**config.mk**
```make
export PLATFORM = sky130hd
export DESIGN_NAME = alfg_cfg_flat
export DESIGN_NICKNAME = d
export VERILOG_FILES = /design/src/sv/assert_macros.svh /design/src/sv/alfg_pkg.sv /design/src/sv/alfg_if.sv /design/src/sv/alfg_cfg.sv /design/src/flat_wrapper.sv
export SDC_FILE = /design/constraint.sdc
export NUM_CORES = 1
export LEC_CHECK = 0
export ABC_AREA = 1
export BUFFER_PORTS_ARGS = -buffer_cell sky130_fd_sc_hd__buf_2
export CORE_MARGIN = 2
export CORE_UTILIZATION = 50
export DETAILED_ROUTE_END_ITERATION = 8
export GPL_ROUTABILITY_DRIVEN = 0
export PLACE_DENSITY = 0.87
export REMOVE_ABC_BUFFERS = 1
export SETUP_SLACK_MARGIN = 0.2
export SYNTH_ARGS = -nofsm -noshare
export SYNTH_HDL_FRONTEND = slang
export SYNTH_SLANG_ARGS = --single-unit
```
**constraint.sdc**
```tcl
create_clock -name i_clk -period 2.3 [get_ports i_clk]
set_input_delay 0.69 -clock i_clk [delete_from_list [all_inputs] [get_ports i_clk]]
set_output_delay 0.69 -clock i_clk [all_outputs]
set_load 0.03 [all_outputs]
```
**src/sv/assert_macros.svh**
```systemverilog
`ifndef ASSERT_MACROS_SVH
`define ASSERT_MACROS_SVH

// Property checked on every edge outside reset.
`define ALFG_ASSERT(lbl, clk, rst_n, prop) \
    lbl: assert property (@(posedge clk) disable iff (!rst_n) prop) \
        else $error("%m: check failed");

// Condition in one cycle implies a consequence in the next.
`define ALFG_ASSERT_NEXT(lbl, clk, rst_n, ante, cons) \
    lbl: assert property (@(posedge clk) disable iff (!rst_n) (ante) |=> (cons)) \
        else $error("%m: check failed");

`endif

```
**src/sv/alfg_pkg.sv**
```systemverilog
package alfg_pkg;

    localparam int TABLE_DEPTH_DEF = 64;
    // cell positions and pointers, sized for the deepest table supported
    localparam int IDX_W  = 11;
    localparam int DATA_W = 31;
    localparam int LEN_W  = 7;
    localparam int LAG_W  = 6;
    localparam int CFG_AW = 3;
    localparam int CFG_DW = 31;

    localparam logic [CFG_AW-1:0] CFG_TABLE_LENGTH = 3'd0;
    localparam logic [CFG_AW-1:0] CFG_MODULUS      = 3'd1;
    localparam logic [CFG_AW-1:0] CFG_SHORT_LAG    = 3'd2;
    localparam logic [CFG_AW-1:0] CFG_LONG_LAG     = 3'd3;

    localparam logic KIND_DRAW     = 1'b0;
    localparam logic KIND_LOAD     = 1'b1;
    localparam logic STATUS_OK     = 1'b0;
    localparam logic STATUS_REJECT = 1'b1;

    localparam logic [LEN_W-1:0]  LEN_RST       = 7'd64;
    localparam logic [DATA_W-1:0] MOD_RST       = 31'h7FFF_FFFF;
    localparam logic [LAG_W-1:0]  SHORT_LAG_RST = 6'd24;
    localparam logic [LAG_W-1:0]  LONG_LAG_RST  = 6'd55;

    localparam int MIN_LEN = 2;
    localparam int MIN_MOD = 2;

    typedef struct packed {
        logic [LEN_W-1:0]  table_length;
        logic [DATA_W-1:0] modulus;
        logic [LAG_W-1:0]  short_lag;
        logic [LAG_W-1:0]  long_lag;
    } t_cfg;

    // broadcast to every cell
    typedef struct packed {
        logic              draw;
        logic              load;
        logic [IDX_W-1:0]  len;
        logic [IDX_W-1:0]  load_idx;
        logic [IDX_W-1:0]  short_lag;
        logic [IDX_W-1:0]  long_lag;
        logic [DATA_W-1:0] wr_data;
        logic              s_none;
        logic              l_none;
    } t_cell_ctrl;

    typedef struct packed {
        logic s_hit;
        logic l_hit;
        logic s_sel;
        logic l_sel;
    } t_cell_flags;

endpackage

```
**src/sv/alfg_if.sv**
```systemverilog


interface alfg_cfg_if;
    logic                        valid;
    logic                        ready;
    logic [alfg_pkg::CFG_AW-1:0] addr;
    logic [alfg_pkg::CFG_DW-1:0] data;

    modport source (output valid, addr, data, input ready);
    modport sink   (input valid, addr, data, output ready);
endinterface

```
**src/sv/alfg_cfg.sv**
```systemverilog
module alfg_cfg (
    input  logic            i_clk,
    input  logic            i_rst_n,
    alfg_cfg_if.sink        i_cfg,
    output alfg_pkg::t_cfg  o_cfg
);

    alfg_pkg::t_cfg r_cfg;

    assign i_cfg.ready = 1'b1;
    assign o_cfg       = r_cfg;

    always_ff @(posedge i_clk) begin
        if (!i_rst_n) begin
            r_cfg.table_length <= alfg_pkg::LEN_RST;
            r_cfg.modulus      <= alfg_pkg::MOD_RST;
            r_cfg.short_lag    <= alfg_pkg::SHORT_LAG_RST;
            r_cfg.long_lag     <= alfg_pkg::LONG_LAG_RST;
        end else if (i_cfg.valid) begin
            case (i_cfg.addr)
                alfg_pkg::CFG_TABLE_LENGTH: begin
                    r_cfg.table_length <= i_cfg.data[alfg_pkg::LEN_W-1:0];
                end
                alfg_pkg::CFG_MODULUS: begin
                    r_cfg.modulus <= i_cfg.data[alfg_pkg::DATA_W-1:0];
                end
                alfg_pkg::CFG_SHORT_LAG: begin
                    r_cfg.short_lag <= i_cfg.data[alfg_pkg::LAG_W-1:0];
                end
                alfg_pkg::CFG_LONG_LAG: begin
                    r_cfg.long_lag <= i_cfg.data[alfg_pkg::LAG_W-1:0];
                end
                default: begin
                end
            endcase
        end
    end

endmodule

```
**src/flat_wrapper.sv**
```systemverilog
// flat-port wrapper written by rule: the top's interface ports become plain ports
module alfg_cfg_flat 
  (i_clk, i_rst_n, o_cfg, i_cfg_valid, i_cfg_addr, i_cfg_data, i_cfg_ready);
  alfg_cfg_if i_cfg_i ();
  input  logic i_clk;
  input  logic i_rst_n;
  output alfg_pkg::t_cfg o_cfg;
  input wire logic [$bits(i_cfg_i.valid)-1:0] i_cfg_valid;
  input wire logic [$bits(i_cfg_i.addr)-1:0] i_cfg_addr;
  input wire logic [$bits(i_cfg_i.data)-1:0] i_cfg_data;
  output wire logic [$bits(i_cfg_i.ready)-1:0] i_cfg_ready;
  assign i_cfg_i.valid = i_cfg_valid;
  assign i_cfg_i.addr = i_cfg_addr;
  assign i_cfg_i.data = i_cfg_data;
  assign i_cfg_ready = i_cfg_i.ready;
  alfg_cfg u_core (.i_clk(i_clk), .i_rst_n(i_rst_n), .i_cfg(i_cfg_i), .o_cfg(o_cfg));
endmodule
```
==> metrics <==
status complete, no violations; P&R area growth vs syn 26.15%; Port Buffers 86; GRT Resource Usage Total 21.36%; initial core utilization 52.93%; # rows 22; proportion of netlist area held by the largest area contributor 50.89%; DRC violation count after routing 0; clock-pin slew on the worst setup and hold paths 0.09 ns; count of final setup violators 0; Yosys top cell by area dfxtp_1; die extent in y 66.72 um; max reg flops 50; Setup Total Neg Slack 0 ns; Nets 369; Antenna diodes 0; clk_lat worst skew 0.29 ns; Worst Path Max Fanout 2; CTS sink cnt 50; Crit path largest cell delay 0.35 ns; CTS Root Cell clkbuf_8; Power Total 1.772 mW; remaining antenna violation count 0; delay-heaviest family, CP flip-flops; sequential area share after synthesis 50.89%; drt initial violations 109; Netlist cell types 15; post-route insts no fill 380; DR pass1 iterations 4; design area 2481 um2; max frequency 647.2 MHz; met1 wire length 1967 um; largest net degree at the start of global routing 32; I/O pins 88; WL final 4602 um; crit path max-delay cell type dfxtp_1; worst rel slew slack 64.76%; Synth area leaders dfxtp_1, nand3_1, nand2_1, nor2_1, buf_6; synthesized area 1967 um2; crit path time final 1.545 ns; TritonCTS clock tree built; H-tree levels 2; VDD IR max 0.4742 mV; hold buffers post-CTS 0; Via Count 1,917; EDFF count, synth 0; MaxCap Viol Count 0; top-count cell post-synth nand3_1; wire length on met3 327 um; chip width 66.72 um; DP Area 2369 um2; CTS Buf Count 5; Hold WS 0.4561 ns; ys async rst share 0%; core area 3716 um2; Worst-Margin Slew 0.5287 ns; Data arrival, critical path 0.86 ns; met2 WL 2236 um; LEAKAGE 1.261 nW; Worst setup SP type register; Worst setup EP type output port; Die ar. 4452 um2; Synth Register Bits 50; Wirelength per Cell 12.11 um; filler instances 333; post-CTS setup buffers 0; layout cells sized above 1 31.63%; ys flop type dfxtp_1; post_cts resized 0; initial antenna violation count 0; DP HPWL 3218 um; final hold violation count 0; cell count after placement 373; fin. max-slew vios 0; vias in the first global route 1,621; total global routing overflow 0; CP Buf/Inv Count 1; critical path class reg2out; max layer used met4; post-DR vias/cell 5.045; Tcrit/Tclk final 67.18%; HP Class reg2reg; Syn Inst Count 253; critical-path cell list buf_2; Synth top cells by count nand3_1, nand2_1, dfxtp_1; Final Skew 0 ns; first-pass GRT wire length 7189 um; CTS Buffer Depth 2; syn avg cell area 7.774 um2; RSZ-0062 raised after global routing false; required time of the worst setup path 1.61 ns; PwrDens 714.1 nW/um2; Syn. warnings 0
==> stage by stage <==
stage          util (%)  setup slack, ns
2_1_floorplan         -           0.4898
3_3_place_gp      63.74           0.4777
3_5_place_dp      63.74           0.4506
4_1_cts           66.77           0.7423
5_1_grt           66.77           0.6263
6_report          66.77           0.7550
==> worst min-delay path: cells and delay by family, from the launching register on <==
kind             cells  cell delay [ns]
flip-flops           1             0.33
AND/OR/NAND/NOR      2             0.10
==> metal layers <==
metal | track usage [%] | up-vias
met4 | 8.163 | 0
met5 | 0 | -
met2 | 38.38 | 71
met1 | 23.86 | 864
li1 | - | 975
met3 | 5.743 | 7
==> layout make-up <==
cell class              count  area [um2]  area share, %
multi-input cells         174       793.3          31.97
flip-flops and latches     50        1001          40.34
clock inverters             1       30.03          1.210
clock buffers               6       82.58          3.328
repair buffers             90       473.0          19.06
well taps                  48       60.06          2.421
inverters                  11       41.29          1.664
==> layout by cell type (no fill, tap or decap) <==
cell,n
nor2_2,3
inv_1,9
buf_4,3
inv_2,2
bufinv_16,1
buf_2,86
dfxtp_1,50
nor2_1,16
clkbuf_8,6
buf_12,1
a21oi_1,6
nand2_4,1
nand3_1,82
conb_1,1
nor2_4,2
nand2_1,63
==> path summary, 6_finish.rpt <==
kind / cells past startpoint / from / endpoint / slack [ns]
worst max-delay path: 1 / u_core.o_cfg[47]$_SDFFE_PN0P_ / o_cfg[47] / 0.75
worst min-delay path: 2 / u_core.o_cfg[32]$_SDFFE_PN1P_ / u_core.o_cfg[32]$_SDFFE_PN1P_ / 0.46
worst max register to register: 2 / u_core.o_cfg[46]$_SDFFE_PN0P_ / u_core.o_cfg[46]$_SDFFE_PN0P_ / 1.70
worst min register to register: 2 / u_core.o_cfg[32]$_SDFFE_PN1P_ / u_core.o_cfg[32]$_SDFFE_PN1P_ / 0.46
==> power by group <==
group          switching (mW)  internal, mW
Sequential             0.0151         0.896
Combinational           0.169        0.0786
Clock                   0.265         0.348
Total                   0.449          1.32
==> cell families (layout without fill, tap and decap cells) <==
kind of cell	after synthesis	count (layout)	synth area share, %
buffers and inverters	29	108	8.778
other	1	1	0.1907
AND/OR/NAND/NOR	167	167	38.61
flip-flops	50	50	50.89
AO/OA/AOI/OAI	6	6	1.527
No activity file was read; power rests on OpenSTA's default activity.
