[config.mk]
export PLATFORM = sky130hd
export DESIGN_NAME = alfg_cell
export DESIGN_NICKNAME = d
export VERILOG_FILES = /design/src/sv/assert_macros.svh /design/src/sv/alfg_pkg.sv /design/src/sv/alfg_cell.sv
export SDC_FILE = /design/constraint.sdc
export NUM_CORES = 1
export LEC_CHECK = 0
export BUFFER_PORTS_ARGS = -buffer_cell sky130_fd_sc_hd__buf_2
export CAP_MARGIN = 20
export CORE_MARGIN = 4
export CORE_UTILIZATION = 35
export DETAILED_ROUTE_END_ITERATION = 16
export PLACE_DENSITY = 0.71
export RECOVER_POWER = 50
export SLEW_MARGIN = 30
export SYNTH_ARGS = -nofsm -noshare
export SYNTH_HDL_FRONTEND = slang
export SYNTH_SLANG_ARGS = --single-unit
[constraint.sdc]
create_clock -name i_clk -period 2.02 [get_ports i_clk]
set_input_delay 0.404 -clock i_clk [delete_from_list [all_inputs] [get_ports i_clk]]
set_output_delay 0.404 -clock i_clk [all_outputs]
set_load 0.03 [all_outputs]
[src/sv/assert_macros.svh]
`ifndef ASSERT_MACROS_SVH
`define ASSERT_MACROS_SVH

// Property checked on every edge outside reset.
`define ALFG_ASSERT(lbl, clk, rst_n, prop) \
    lbl: assert property (@(posedge clk) disable iff (!rst_n) prop) \
        else $error("%m: check failed");

// Condition in one cycle implies a consequence in the next.
`define ALFG_ASSERT_NEXT(lbl, clk, rst_n, ante, cons) \
    lbl: assert property (@(posedge clk) disable iff (!rst_n) (ante) |=> (cons)) \
        else $error("%m: check failed");

`endif

[src/sv/alfg_pkg.sv]
package alfg_pkg;

    localparam int TABLE_DEPTH_DEF = 64;
    // cell positions and pointers, sized for the deepest table supported
    localparam int IDX_W  = 11;
    localparam int DATA_W = 31;
    localparam int LEN_W  = 7;
    localparam int LAG_W  = 6;
    localparam int CFG_AW = 3;
    localparam int CFG_DW = 31;

    localparam logic [CFG_AW-1:0] CFG_TABLE_LENGTH = 3'd0;
    localparam logic [CFG_AW-1:0] CFG_MODULUS      = 3'd1;
    localparam logic [CFG_AW-1:0] CFG_SHORT_LAG    = 3'd2;
    localparam logic [CFG_AW-1:0] CFG_LONG_LAG     = 3'd3;

    localparam logic KIND_DRAW     = 1'b0;
    localparam logic KIND_LOAD     = 1'b1;
    localparam logic STATUS_OK     = 1'b0;
    localparam logic STATUS_REJECT = 1'b1;

    localparam logic [LEN_W-1:0]  LEN_RST       = 7'd64;
    localparam logic [DATA_W-1:0] MOD_RST       = 31'h7FFF_FFFF;
    localparam logic [LAG_W-1:0]  SHORT_LAG_RST = 6'd24;
    localparam logic [LAG_W-1:0]  LONG_LAG_RST  = 6'd55;

    localparam int MIN_LEN = 2;
    localparam int MIN_MOD = 2;

    typedef struct packed {
        logic [LEN_W-1:0]  table_length;
        logic [DATA_W-1:0] modulus;
        logic [LAG_W-1:0]  short_lag;
        logic [LAG_W-1:0]  long_lag;
    } t_cfg;

    // broadcast to every cell
    typedef struct packed {
        logic              draw;
        logic              load;
        logic [IDX_W-1:0]  len;
        logic [IDX_W-1:0]  load_idx;
        logic [IDX_W-1:0]  short_lag;
        logic [IDX_W-1:0]  long_lag;
        logic [DATA_W-1:0] wr_data;
        logic              s_none;
        logic              l_none;
    } t_cell_ctrl;

    typedef struct packed {
        logic s_hit;
        logic l_hit;
        logic s_sel;
        logic l_sel;
    } t_cell_flags;

endpackage

[src/sv/alfg_cell.sv]
// One table entry plus the two pointer tokens. Tokens step to the lower
// neighbour on every draw; cell 1 wraps to len, long only if short did not.
module alfg_cell #(
    parameter int CELL_IDX = 1
) (
    input  logic                         i_clk,
    input  logic                         i_rst_n,
    input  alfg_pkg::t_cell_ctrl         i_ctrl,
    input  logic                         i_s_next,
    input  logic                         i_l_next,
    input  logic                         i_s_first,
    input  logic                         i_l_first,
    output alfg_pkg::t_cell_flags        o_flags,
    output logic [alfg_pkg::DATA_W-1:0]  o_s_data,
    output logic [alfg_pkg::DATA_W-1:0]  o_l_data
);

    localparam logic [alfg_pkg::IDX_W-1:0] POS = alfg_pkg::IDX_W'(CELL_IDX);

    logic                        r_s_tok;
    logic                        r_l_tok;
    logic [alfg_pkg::DATA_W-1:0] r_entry;

    logic w_at_len;
    logic w_in_len;
    logic w_s_sel;
    logic w_l_sel;

    assign w_at_len = (POS == i_ctrl.len);
    assign w_in_len = (POS <= i_ctrl.len);

    // a pointer with no token inside the length falls back to the cell at len
    assign w_s_sel = (r_s_tok & w_in_len) | (w_at_len & i_ctrl.s_none);
    assign w_l_sel = (r_l_tok & w_in_len) | (w_at_len & i_ctrl.l_none);

    assign o_flags.s_hit = r_s_tok & w_in_len;
    assign o_flags.l_hit = r_l_tok & w_in_len;
    assign o_flags.s_sel = w_s_sel;
    assign o_flags.l_sel = w_l_sel;

    assign o_s_data = r_entry & {alfg_pkg::DATA_W{w_s_sel}};
    assign o_l_data = r_entry & {alfg_pkg::DATA_W{w_l_sel}};

    always_ff @(posedge i_clk) begin
        if (!i_rst_n) begin
            r_s_tok <= (POS == alfg_pkg::IDX_W'(alfg_pkg::SHORT_LAG_RST));
            r_l_tok <= (POS == alfg_pkg::IDX_W'(alfg_pkg::LONG_LAG_RST));
            r_entry <= '0;
        end else if (i_ctrl.load) begin
            r_s_tok <= (POS == i_ctrl.short_lag);
            r_l_tok <= (POS == i_ctrl.long_lag);
            if (POS == i_ctrl.load_idx) begin
                r_entry <= i_ctrl.wr_data;
            end
        end else if (i_ctrl.draw) begin
            r_s_tok <= i_s_next | (w_at_len & i_s_first);
            // long pointer wraps only when the short one did not
            r_l_tok <= i_l_next | (w_at_len & i_l_first & ~i_s_first);
            if (w_l_sel) begin
                r_entry <= i_ctrl.wr_data;
            end
        end
    end

endmodule

==> reports/qor.json <==
{
  "clock-skew-final": {"value": 2.81, "unit": "ps"},
  "critical_path_class": {"value": "input pin to output port"},
  "final_period_minus_worst_setup_slack": {"value": 2310, "unit": "ps"},
  "io_port_bufs": {"value": 150},
  "vias": {"value": 2344},
  "boundaryPins": {"value": 151},
  "final_layout_size_suffix_gt1_share": {"value": 62.4, "unit": "%"},
  "most-common-layout-cells": {"value": "sky130_fd_sc_hd__buf_2 (81), sky130_fd_sc_hd__buf_6 (79), sky130_fd_sc_hd__nand2_1 (63)"},
  "drc_violations": {"value": 0},
  "min_period_over_period": {"value": 114, "unit": "%"},
  "syn_area_per_cell": {"value": 8.20, "unit": "um2"},
  "synth.area.top_cells": {"value": "sky130_fd_sc_hd__dfxtp_1 (32%), sky130_fd_sc_hd__and2_1 (19%), sky130_fd_sc_hd__mux2i_1 (15%), sky130_fd_sc_hd__nand2_1 (12%), sky130_fd_sc_hd__buf_12 (3.0%)"},
  "worstPathCellList": {"value": "buf_6, nor4_4, buf_4, and4b_2, buf_6, nor2_4, clkbuf_16, and2_4, buf_6"},
  "grt_first_pass_wirelength": {"value": 11.5, "unit": "mm"},
  "die_height": {"value": 84.2, "unit": "um"},
  "maxCapViolCount": {"value": 0},
  "setup_ws": {"value": -293, "unit": "ps"},
  "global_route.overflow_total": {"value": 0},
  "die-width": {"value": 84.2, "unit": "um"},
  "cts_max_path_buffers": {"value": 2},
  "seq_area_frac_synth": {"value": 32.5, "unit": "%"},
  "netlist.area_leader.share": {"value": 32.5, "unit": "%"},
  "crit_path_top_delay_cell": {"value": "sky130_fd_sc_hd__nor4_4"},
  "final-hold-violation-count": {"value": 0},
  "synthDistinctLibCells": {"value": 33},
  "synthesis.area": {"value": 2030, "unit": "um2"},
  "clock_tree_from_tritoncts": {"value": "built"},
  "achievable-frequency": {"value": 0.432, "unit": "GHz"},
  "floorplan.initialDensity": {"value": 36.5, "unit": "%"},
  "core.rowCount": {"value": 27},
  "cp_max_fo": {"value": 5},
  "violated_checks": {"value": "setup timing"},
  "num_antenna_cells": {"value": 0},
  "cts-root-buf": {"value": "sky130_fd_sc_hd__clkbuf_8"},
  "antenna_found_initial": {"value": 1},
  "fp.dieArea": {"value": 7100, "unit": "um2"},
  "grt_start_max_net_pins": {"value": 65},
  "drt.antenna.violating_nets": {"value": 0},
  "wl_per_cell": {"value": 15.6, "unit": "um"},
  "synthesis.nets": {"value": 333},
  "synth.yosys.warnings": {"value": 0},
  "postRouteWirelength": {"value": 7.65, "unit": "mm"},
  "cp_data_arrival_time": {"value": 1910, "unit": "ps"},
  "hp-class": {"value": "input pin to register"},
  "rsz0062_at_grt": {"value": "true"},
  "area_leader_netlist": {"value": "sky130_fd_sc_hd__dfxtp_1"},
  "cts_num_sinks": {"value": 33},
  "pwr_density_cell": {"value": 426, "unit": "nW/um2"},
  "mostFrequentLayoutCell": {"value": "sky130_fd_sc_hd__buf_2"},
  "dp_hpwl": {"value": 4.39, "unit": "mm"},
  "fp.coreArea": {"value": 5570, "unit": "um2"},
  "clk_transition_reported_paths": {"value": 70, "unit": "ps"},
  "crit_required": {"value": 1620, "unit": "ps"},
  "first_pass_iters": {"value": 6},
  "grt_resource_usage_total": {"value": 19.5, "unit": "%"},
  "total_power": {"value": 1640, "unit": "uW"},
  "timing.critical_path.slowest_cell_delay": {"value": 290, "unit": "ps"},
  "timing.final.max_slew_violations": {"value": 0},
  "area_growth_syn_to_layout": {"value": 89.1, "unit": "%"},
  "cts_htree_levels": {"value": 2},
  "critPathLaunchType": {"value": "input pin"},
  "detail_route.iter0.violations": {"value": 66},
  "yosys_register_bits": {"value": 33},
  "finalNetCount": {"value": 502},
  "slew_headroom": {"value": 78.5, "unit": "%"},
  "worst_skew_pair.late_latency": {"value": 270, "unit": "ps"},
  "worst_setup_path_end_kind": {"value": "output port"},
  "first_global_vias": {"value": 2446},
  "worst_path_most_repeated_cell": {"value": "sky130_fd_sc_hd__buf_6"},
  "holdBufCountCts": {"value": 0},
  "run_status": {"value": "finished, violations left"},
  "ir_worst_vdd": {"value": 0.370, "unit": "mV"},
  "cts_buf_count": {"value": 5},
  "place_worst_setup_slack": {"value": -628, "unit": "ps"},
  "routed_vias_inst": {"value": 4.78},
  "max_slew.worst_pin.slew": {"value": 322, "unit": "ps"},
  "finalWeightedCongestion": {"value": 0.807},
  "static-leakage-power": {"value": 0.00201, "unit": "uW"},
  "syn-instance-count": {"value": 248},
  "setup-violations-final": {"value": 66}
}
[critical path: cells and delay by family]
kind	cells	cell delay (ps)
buffers and inverters	5	710
and+or+nand+nor	4	790
[flip-flops by register name, indices dropped and copies added (netlist names)]
name	count
r_l_tok	1
r_entry	31
r_s_tok	1
[cells in the mapped netlist, drive strengths merged]
library cell	count
a21oi	1
a31o	1
a31oi	1
a41oi	3
and2	63
and3b	1
and4b	3
buf	9
clkbuf	11
dfxtp	33
inv	1
mux2i	31
nand2	63
nand2b	1
nand3	2
nand3b	1
nand4	3
nand4b	1
nor2	4
nor2b	2
nor3	1
nor4	7
nor4bb	1
o22ai	1
o311a	1
o31ai	1
or4	1
[kinds of logic (layout without fill, tap and decap cells)]
kind of cell,after synthesis,count (layout),share of synthesized area (%)
buffers and inverters,21,190,7.26
AND/OR/NAND/NOR,154,155,41.6
flip-flops,33,33,32.5
multiplexers,31,31,15.3
AO/OA/AOI/OAI,9,9,3.44
[report_power, final]
group          total, uW  switching, uW  internal (uW)
Clock                631            229            402
Combinational        325            154            171
Sequential           683           15.6            668
Total               1640            399           1240
[path summary, 6_finish.rpt]
check / start / end / slack (ps) / cells after the start
max: i_ctrl[68] / o_l_data[10] / -290 / 9
min: i_ctrl[3] / r_entry[1]$_SDFFE_PN0P_ / 360 / 3
max reg2reg: r_l_tok$_SDFFE_PN0P_ / r_entry[22]$_SDFFE_PN0P_ / 600 / 5
min reg2reg: r_entry[23]$_SDFFE_PN0P_ / r_entry[23]$_SDFFE_PN0P_ / 480 / 2
[through the flow]
step	hold WS [ps]	cell area [um2]	instances	TNS, ps	util [%]
after detailed placement	463	2890	459	-29070	51.9
after global placement	451	2890	459	-25680	51.9
after floorplan	442	2070	248	0	-
final	360	3850	490	-16330	69.0
after global routing	354	3850	490	-19890	69.0
after CTS	351	3640	483	-13680	65.3
[metal layers]
layer / GRT usage (%) / up-vias / wire (um)
met5: 0 / - / 7
met4: 6.87 / 2 / 129
met3: 4.91 / 15 / 401
met2: 34.3 / 82 / 4070
met1: 23.0 / 1083 / 3040
li1: - / 1162 / -
[layout make-up]
cell class	instances	area, um2
multi-input cells	195	1440
repair buffers	181	1540
clock inverters	1	30.0
well taps	72	90.1
inverters	1	3.75
fillers	429	1730
clock buffers	7	86.3
flip-flops and latches	33	661
[what timing repair did]
| action | in CTS | in global routing |
|---|---|---|
| endpoints found under the setup margin | 64 | 66 |
| resized for setup | 179 | 37 |
| setup buffers | 13 | 5 |
| pin swaps | 31 | 10 |
| cloned | 3 | 3 |
Power figures use the tool's default switching activity.
